**src/rtl/ncst_pkg.sv**
```systemverilog
`timescale 1ns / 1ps
// ----------------------------------------------------------------------------
// ncst_pkg: shared types and constants
// Request and status codes, table sizes, controller/datapath command bundle.
// ----------------------------------------------------------------------------
package ncst_pkg;

	localparam int SLOTS      = 16;
	localparam int SLOT_BITS  = 4;
	localparam int QCAP       = 8;
	localparam int Q_BITS     = 3;
	localparam int COUNT_BITS = 16;
	localparam int TASK_BITS  = 8;
	localparam int NAME_BYTES = 32;
	localparam int REFS_MAX   = 255;

	typedef enum logic [2:0] {
		REQ_OPEN     = 3'd0,
		REQ_CLOSE    = 3'd1,
		REQ_UNLINK   = 3'd2,
		REQ_WAIT     = 3'd3,
		REQ_TRYWAIT  = 3'd4,
		REQ_POST     = 3'd5,
		REQ_GETVALUE = 3'd6,
		REQ_FORGET   = 3'd7
	} req_t;

	typedef enum logic [3:0] {
		ST_OK        = 4'd0,
		ST_BAD_NAME  = 4'd1,
		ST_EXISTS    = 4'd2,
		ST_NOT_FOUND = 4'd3,
		ST_FULL      = 4'd4,
		ST_UNUSED    = 4'd5,
		ST_EMPTY     = 4'd6,
		ST_QFULL     = 4'd7,
		ST_BLOCKED   = 4'd8,
		ST_OVERFLOW  = 4'd9
	} status_t;

	// controller -> datapath
	typedef struct packed {
		logic                 load;      // capture request
		logic                 scan_clr;  // reset scan match
		logic                 scan_step; // compare one slot
		logic                 fgt_step;  // forget one slot's queue
		logic                 exec;      // apply request, form status
		logic                 wake_step; // capture wake task at qidx
		logic [SLOT_BITS-1:0] idx;       // scan slot
		logic [Q_BITS-1:0]    qidx;      // wake index
	} cmd_t;

	// datapath -> controller
	typedef struct packed {
		req_t              req;
		logic              q_live;    // queued task at qidx is live
		logic [Q_BITS:0]   q_len;     // queue length of posted entry
		logic              post_ok;   // post will succeed
	} stat_t;

	// canonical name: bytes after terminator zeroed
	function automatic logic [8*NAME_BYTES-1:0] canon_name(input logic [255:0] raw);
		logic [8*NAME_BYTES-1:0] w;
		logic                    done;
		w    = '0;
		done = 1'b0;
		for (int j = 0; j < NAME_BYTES; j++) begin
			if (raw[8*j +: 8] == 8'd0) done = 1'b1;
			if (!done) w[8*j +: 8] = raw[8*j +: 8];
		end
		return w;
	endfunction

	function automatic logic name_ok(input logic [255:0] raw);
		logic found;
		found = 1'b0;
		for (int j = 0; j < NAME_BYTES; j++)
			if (raw[8*j +: 8] == 8'd0) found = 1'b1;
		return found && (raw[7:0] != 8'd0);
	endfunction

endpackage

```
**src/rtl/ncst_ctrl.sv**
```systemverilog
`timescale 1ns / 1ps
// ----------------------------------------------------------------------------
// ncst_ctrl: request sequencer
// Accepts a request, drives scans, wakes and the final status handshake.
// ----------------------------------------------------------------------------
module ncst_ctrl (
	input  logic            clk,
	input  logic            arst_n,
	input  logic            in_valid,
	output logic            in_ready,
	output logic            out_valid,
	input  logic            out_ready,
	output logic            out_wake,
	output ncst_pkg::cmd_t  cmd,
	input  ncst_pkg::stat_t stat
);
	typedef enum logic [2:0] {S_IDLE, S_SCAN, S_EXEC, S_WPICK, S_WOUT, S_STAT} state_t;

	state_t                         state_q;
	logic [ncst_pkg::SLOT_BITS:0]   idx_q;
	logic [ncst_pkg::Q_BITS:0]      qi_q;
	logic [ncst_pkg::Q_BITS:0]      qn_q;

	assign in_ready  = (state_q == S_IDLE);
	assign out_valid = (state_q == S_WOUT) || (state_q == S_STAT);
	assign out_wake  = (state_q == S_WOUT);

	always_comb begin
		cmd           = '0;
		cmd.load      = in_valid && in_ready;
		cmd.scan_clr  = cmd.load;
		cmd.idx       = idx_q[ncst_pkg::SLOT_BITS-1:0];
		cmd.qidx      = qi_q[ncst_pkg::Q_BITS-1:0];
		cmd.scan_step = (state_q == S_SCAN) && stat.req != ncst_pkg::REQ_FORGET;
		cmd.fgt_step  = (state_q == S_SCAN) && stat.req == ncst_pkg::REQ_FORGET;
		cmd.exec      = (state_q == S_EXEC);
		cmd.wake_step = (state_q == S_WPICK) && qi_q < qn_q && stat.q_live;
	end

	always_ff @(posedge clk or negedge arst_n) begin
		if (!arst_n) begin
			state_q <= S_IDLE;
			idx_q   <= '0;
			qi_q    <= '0;
			qn_q    <= '0;
		end else begin
			case (state_q)
				S_IDLE: if (in_valid) begin
					idx_q   <= '0;
					state_q <= S_SCAN;
				end
				S_SCAN: begin
					idx_q <= idx_q + 1'b1;
					if (idx_q == (ncst_pkg::SLOT_BITS+1)'(ncst_pkg::SLOTS - 1)) begin
						qi_q    <= '0;
						qn_q    <= stat.q_len;
						state_q <= (stat.req == ncst_pkg::REQ_POST && stat.post_ok)
						           ? S_WPICK : S_EXEC;
					end
				end
				S_WPICK: begin
					if (qi_q >= qn_q) state_q <= S_EXEC;
					else if (stat.q_live) state_q <= S_WOUT;
					else qi_q <= qi_q + 1'b1;
				end
				S_WOUT: if (out_ready) begin
					qi_q    <= qi_q + 1'b1;
					state_q <= S_WPICK;
				end
				S_EXEC: state_q <= S_STAT;
				S_STAT: if (out_ready) state_q <= S_IDLE;
				default: state_q <= S_IDLE;
			endcase
		end
	end

	a_ready_idle: assert property (@(posedge clk) disable iff (!arst_n)
		in_ready |-> !out_valid) else $error("ready while output pending");
	a_exec_stat: assert property (@(posedge clk) disable iff (!arst_n)
		state_q == S_EXEC |=> state_q == S_STAT) else $error("exec not followed by status");
	a_wake_bound: assert property (@(posedge clk) disable iff (!arst_n)
		out_wake |-> qi_q < qn_q) else $error("wake past queue end");
endmodule
```
**config.mk**
```make
export PLATFORM = sky130hd
export DESIGN_NAME = ncst_ctrl
export DESIGN_NICKNAME = d
export VERILOG_FILES = /design/src/rtl/ncst_pkg.sv /design/src/rtl/ncst_ctrl.sv
export SDC_FILE = /design/constraint.sdc
export NUM_CORES = 1
export LEC_CHECK = 0
export ABC_AREA = 1
export BUFFER_PORTS_ARGS = -buffer_cell sky130_fd_sc_hd__buf_4
export CAP_MARGIN = 20
export CORE_MARGIN = 5
export CORE_UTILIZATION = 40
export CTS_CLUSTER_SIZE = 16
export DETAILED_ROUTE_END_ITERATION = 10
export GPL_ROUTABILITY_DRIVEN = 0
export PLACE_DENSITY = 0.74
export SLEW_MARGIN = 25
export SYNTH_ARGS = -nofsm -noshare
export SYNTH_HDL_FRONTEND = slang
export SYNTH_SLANG_ARGS = --single-unit
```
**constraint.sdc**
```tcl
create_clock -name clk -period 2 [get_ports clk]
set_input_delay 0.2 -clock clk [delete_from_list [all_inputs] [get_ports clk]]
set_output_delay 0.2 -clock clk [all_outputs]
set_load 0.005 [all_outputs]
```
==> results of run 1 <==
-- layer usage --
metal	wire length [um]	global-route usage [%]	share of wire [%]
met1	1150	17.3	50
met2	962	17.0	42
met3	151	4.68	6.6
met4	13	2.37	0.57
met5	0	0	0
-- Yosys cell counts (2+ instances only) --
library cell / n
nand2_4: 5
o21ai_0: 3
inv_1: 18
dfrtp_1: 16
nand2_1: 37
a21oi_1: 5
inv_2: 6
nand3_1: 9
nor2_1: 17
nand4_1: 2
nand3_4: 3
nor2_2: 3
buf_4: 8
ha_1: 7
-- per-stage QoR --
step	utilization, %	instance area, um2
floorplan	-	1200
global placement	46.8	1400
detailed placement	46.8	1400
CTS	48.4	1440
global route	48.4	1440
finish	48.4	1440
-- cell families (layout without fill, tap and decap cells) --
kind of cell | Yosys count | after routing | synth area share, %
flops | 16 | 16 | 33.3
fa+ha+maj | 7 | 7 | 7.28
simple gates | 81 | 81 | 36.4
buf+inv | 34 | 59 | 13.5
xor+xnor | 2 | 2 | 1.46
mux | 1 | 1 | 1.25
compound gates | 13 | 13 | 6.86
-- flip-flops by register name, summed over array words and instances (netlist names) --
name	flops
idx_q	5
qi_q	4
qn_q	4
state_q	3
-- area by class of cell --
class	instances	area (um2)
tap	33	41.3
fill	302	1540
multi-input combinational	104	641
clock buffer	4	36.3
sequential	16	400
inverter	26	103
timing repair buffer	29	220
-- worst max-delay path: stages (launching register included) --
cell and delay, ps:
dfrtp_1 430, ha_1 340, a21oi_1 220, nand2_1 80, nor2_1 120, buf_4 130
-- where the power goes --
part | internal, uW | leakage, uW | total [uW] | switching [uW]
clock network | 111 | 0.0000210 | 219 | 108
logic | 392 | 0.000566 | 923 | 531
registers | 401 | 0.000207 | 488 | 87.4
-- how the worst max path moves through the flow --
stage	end	slack, ps
final	cmd[7]	190
after global routing	cmd[7]	60
after CTS	cmd[7]	170
after detailed placement	state_q[1]$_DFFE_PN0P_	310
after global placement	state_q[1]$_DFFE_PN0P_	340
after floorplan	state_q[1]$_DFFE_PN0P_	480
-- repair_timing --
item,4_1_cts,5_1_grt
hold buffers,1,0
endpoints found under the hold margin,16,0
resized for setup,0,0
setup buffers,0,0
==> metrics.txt, run 1 <==
antenna violations before repair 0; startpoint-to-endpoint class of the critical path flip-flop to output pin; sequential share of the synthesized area 33.3%; commonest non-fill, non-tap cells in the layout nand2_1 (37), buf_4 (28), inv_1 (18); Clock Path Buffers 2; Via-to-Cell Ratio 4.58; wire length of the first global-routing pass approximately 4000 um; final global-route overflow total 0; post-route ant nets 0; Nets 200; fraction of final layout cells with drive strength greater than 1 a little under a third; placed cells 207; RSZ-0062 raised after global routing false; number of non-filler instances in the completed layout 212; final critical-path share of the clock period 90.7%; highest achievable clock rate 552 MHz; clock insertion delay at the later pin of the skew report 290 ps; clock sink total 16; Crit Reg-Reg Startpoint qi_q[3]$_DFFE_PN0P_; Critical Path AT 1610 ps; start point of the worst hold path stat[1]; number of unique standard cell types used by synthesis 29; total die area 4210 um2; register bit total from synthesis 16; count of H-tree levels built during CTS 1; cell types occupying the most area after synthesis dfrtp_1 (33%), nand2_1 (12%), ha_1 (7.3%); worst reg-to-reg path cell count 7; gate count of the mapped netlist 154; outcome completed; area delta synth->final 19.8%; Final Slew Violations 0; Net Count, Synth 174; count of routing violations after the opening detailed-route iteration 41; I/O pin count 29; cell type with the largest total area after synthesis dfrtp_1; leakage power total 0.000794 uW; average instance area after synthesis 7.82 um2; critical path fanouts, max 3; Via Count 970; synthesis warning total 0; most common cell after layout, fill and taps aside nand2_1; area share of the largest cell type after synthesis 33.3%; setup skew after layout 7.38 ps; # setup viols final 0; final worst-path setup slack 187 ps; vertical die dimension around 65 um; Core Footprint slightly below 3000 um2; clock tree from TritonCTS built; remaining max-slew budget at the tightest pin 83.6%; Power Total approximately 1600 uW; via count of the first global-routing pass ~880; routed wire length per instance 10.7 um; floorplan die width 64.9 um; largest net degree at the start of global routing 17; cell at the root of the clock tree clkbuf_4; worst IR drop on VDD 715 uV; kind of start point of the critical path flip-flop; residual DRC count 0; max-cap violation count 0; final antenna diode count 0; Post-Synthesis Cell Area 1200 um2; Worst Setup End Kind output pin; critical path required time between 1500 and 2000 ps; Initial DRT Pass Iterations 4; TritonCTS buffer count 3; async set-or-reset flop fraction in the synthesized netlist 100%; worst min-delay path endpoint qn_q[0]$_DFFE_PN0P_; global routing usage summed across all routing layers 12.0%; final routed wirelength across all metal layers 2270 um; worst slew pin tran 246 ps; crit path launch qi_q[3]$_DFFE_PN0P_; r2r endpoint state_q[1]$_DFFE_PN0P_; worst-case hold slack about 130 ps; half-perimeter wire length after placement 1840 um; Power Dens Cells approximately 1100 nW/um2; IO Port Bufs 28; reg2reg setup slack 300 ps; Min-Delay Path Depth 2; Final min period 1810 ps; count of endpoints failing hold in the final timing report 0; starting density of the core 40.4%; number of enable flip-flop cells after synthesis 0; Clock transition at path regs roughly 100 ps; most used flip-flop cell after synthesis dfrtp_1; worst setup slack after placement between 300 and 400 ps; worst min path class input pin to flip-flop; sum of negative setup slack 0 ps; row count 20
Power figures use the tool's default switching activity.
==> inputs of run 2 (changes only) <==
==> constraint.sdc (replaced) <==
create_clock -name clk -period 2 [get_ports clk]
set_input_delay 0.4 -clock clk [delete_from_list [all_inputs] [get_ports clk]]
set_output_delay 0.4 -clock clk [all_outputs]
set_load 0.005 [all_outputs]
==> run 2 against run 1 <==
  * Combinational power up 4.6%
  * Total power grew 2.4%
  * Sequential share of layout area decreased by 1.2 points
  * Maximum frequency shrank 5.3%
  * Critical endpoint unchanged
  * Clock skew rose by 1.7 ps
  * Worst hold slack improved by 220 ps
  * Final area up 5.3%
  * Count of clock-buffer cells in the layout unchanged
  * Critical path depth did not move
  * Cell count grew 1.9%
  * Utilization up 2.6 points
==> metrics.txt, run 2 (synthesis gave the netlist of run 1 again) <==
Clock Path Buffers 2 (unchanged); cell at the root of the clock tree clkbuf_4 (unchanged); remaining max-slew budget at the tightest pin 82.1% (was 83.6%); post-route ant nets 0 (unchanged); startpoint-to-endpoint class of the critical path flip-flop to output pin (unchanged); outcome completed (unchanged); Largest stage delay, worst path 450 ps (was 430 ps); TritonCTS buffer count 3 (unchanged); Clock transition at path regs 100 ps (about the same); count of H-tree levels built during CTS 1 (unchanged); worst min path class input pin to flip-flop (unchanged); register name with the most flops idx_q (unchanged); worst IR drop on VDD 522 uV (was 715 uV); most common cell after layout, fill and taps aside nand2_1 (unchanged); clock sink total 16 (unchanged); Final min period 1910 ps (was 1810 ps); total die area 4210 um2 (unchanged); critical path fanouts, max 3 (unchanged); Core Footprint 2980 um2 (unchanged); clock tree from TritonCTS built (unchanged); IO Port Bufs 28 (unchanged); library cell contributing the largest single delay on the critical path dfrtp_1 (unchanged); residual DRC count 0 (unchanged); critical path required time 1600 ps (was 1800 ps); worst reg-to-reg path cell count 11 (was 7); global routing usage summed across all routing layers 13.0% (was 12.0%); Min-Delay Path Depth 2 (unchanged); Nets 204 (was 200); count of routing violations after the opening detailed-route iteration 41 (unchanged); placed cells 207 (unchanged); Power Dens Cells 1100 nW/um2 (was 1130 nW/um2); antenna violations before repair 0 (unchanged); highest achievable clock rate 523 MHz (was 552 MHz); I/O pin count 29 (unchanged); Via-to-Cell Ratio 4.72 (was 4.58); final antenna diode count 0 (unchanged); wire length of the first global-routing pass 4300 um (was 3980 um); flip-flop count of the largest register after layout 5 (unchanged); clock insertion delay at the later pin of the skew report 290 ps (about the same); # setup viols final 0 (unchanged); via count of the first global-routing pass 1,006 (was 876); final critical-path share of the clock period 95.7% (was 90.7%); count of endpoints failing hold in the final timing report 0 (unchanged); final routed wirelength across all metal layers 2460 um (was 2270 um); Initial DRT Pass Iterations 4 (unchanged); starting density of the core 40.4% (unchanged); final worst-path setup slack 86.2 ps (was 187 ps); top flop regs idx_q x5, qi_q x4, qn_q x4 (unchanged); area delta synth->final 26.1% (was 19.8%); number of non-filler instances in the completed layout 216 (was 212); worst setup slack after placement 302 ps (was 312 ps); floorplan die width 64.9 um (unchanged); max-cap violation count 0 (unchanged); leakage power total 0.000809 uW (was 0.000794 uW); row count 20 (unchanged); setup skew after layout 9.13 ps (was 7.38 ps); Worst Setup End Kind output pin (unchanged); kind of start point of the critical path flip-flop (unchanged); half-perimeter wire length after placement 1900 um (was 1840 um); reg2reg setup slack 360 ps (was 300 ps); Final Slew Violations 0 (unchanged); worst slew pin tran 268 ps (was 246 ps); fraction of final layout cells with drive strength greater than 1 36.6% (was 31.3%); vertical die dimension 64.9 um (unchanged); commonest non-fill, non-tap cells in the layout nand2_1 (37), buf_4 (32), inv_1 (18) (was nand2_1 (37), buf_4 (28), inv_1 (18)); largest net degree at the start of global routing 17 (unchanged); Critical Path AT 1510 ps (was 1610 ps); Via Count 1,020 (was 970); critical-path cell list ha_4 > a21oi_2 > nand2_1 > nor2_2 > buf_4 (was ha_1 > a21oi_1 > nand2_1 > nor2_1 > buf_4); final global-route overflow total 0 (unchanged); routed wire length per instance 11.4 um (was 10.7 um)
## run 2: cell types whose count changed in the layout (fill, tap and decap cells not counted), sizes merged
cell and change:
buf +4
## run 2: final timing paths
check / endpoint / startpoint
setup / recovery: cmd[7] / qi_q[3]$_DFFE_PN0P_
hold / removal: qn_q[0]$_DFFE_PN0P_ / stat[1]
setup reg to reg: qi_q[2]$_DFFE_PN0P_ / idx_q[0]$_DFFE_PN0P_
hold reg to reg: idx_q[4]$_DFFE_PN0P_ / idx_q[4]$_DFFE_PN0P_
max in group asynchronous: qi_q[2]$_DFFE_PN0P_ / arst_n
min in group asynchronous: qi_q[1]$_DFFE_PN0P_ / arst_n
## run 2: layout make-up
class	count	area, um2
Fill cell	295	1460
Sequential cell	16	403
Clock buffer	4	36.3
Timing Repair Buffer	33	250
Inverter	26	103
Tap cell	33	41.3
Multi-Input combinational cell	104	684
## run 2: through the flow
step                util [%]  area [um2]  power [uW]  TNS, ps  hold slack (ps)
finish                  51.0        1520        1670        0              350
CTS                     48.8        1450        1670        0              339
floorplan                  -        1200        1200        0              104
global route            51.0        1520        1860    -15.6              334
detailed placement      46.8        1400        1440        0              279
global placement        46.8        1400        1420        0              279
## run 2: repair_timing
action	4_1_cts	5_1_grt
pin swaps	0	1
gates resized for setup	1	6
setup endpoints to repair	1	1
setup buffers	1	3
hold buffers	1	0
hold endpoints to repair	16	0
## run 2: routing by layer
layer | share of wire (%) | GRT usage (%) | wire length, um
met5 | 0 | 0 | 0
met3 | 6.2 | 2.60 | 152
met1 | 45 | 17.2 | 1120
met2 | 47 | 20.9 | 1160
met4 | 1.3 | 4.75 | 33
## run 2: power breakdown
part	internal, uW	switching, uW
clock network	111	105
logic	413	551
registers	402	85.5
total	926	742
## run 2: critical path, delay by kind of cell, from the launching register on
family          cells  cell delay (ps)
flops               1              450
fa+ha+maj           1              270
compound gates      1              200
buf+inv             1              120
simple gates        2              190
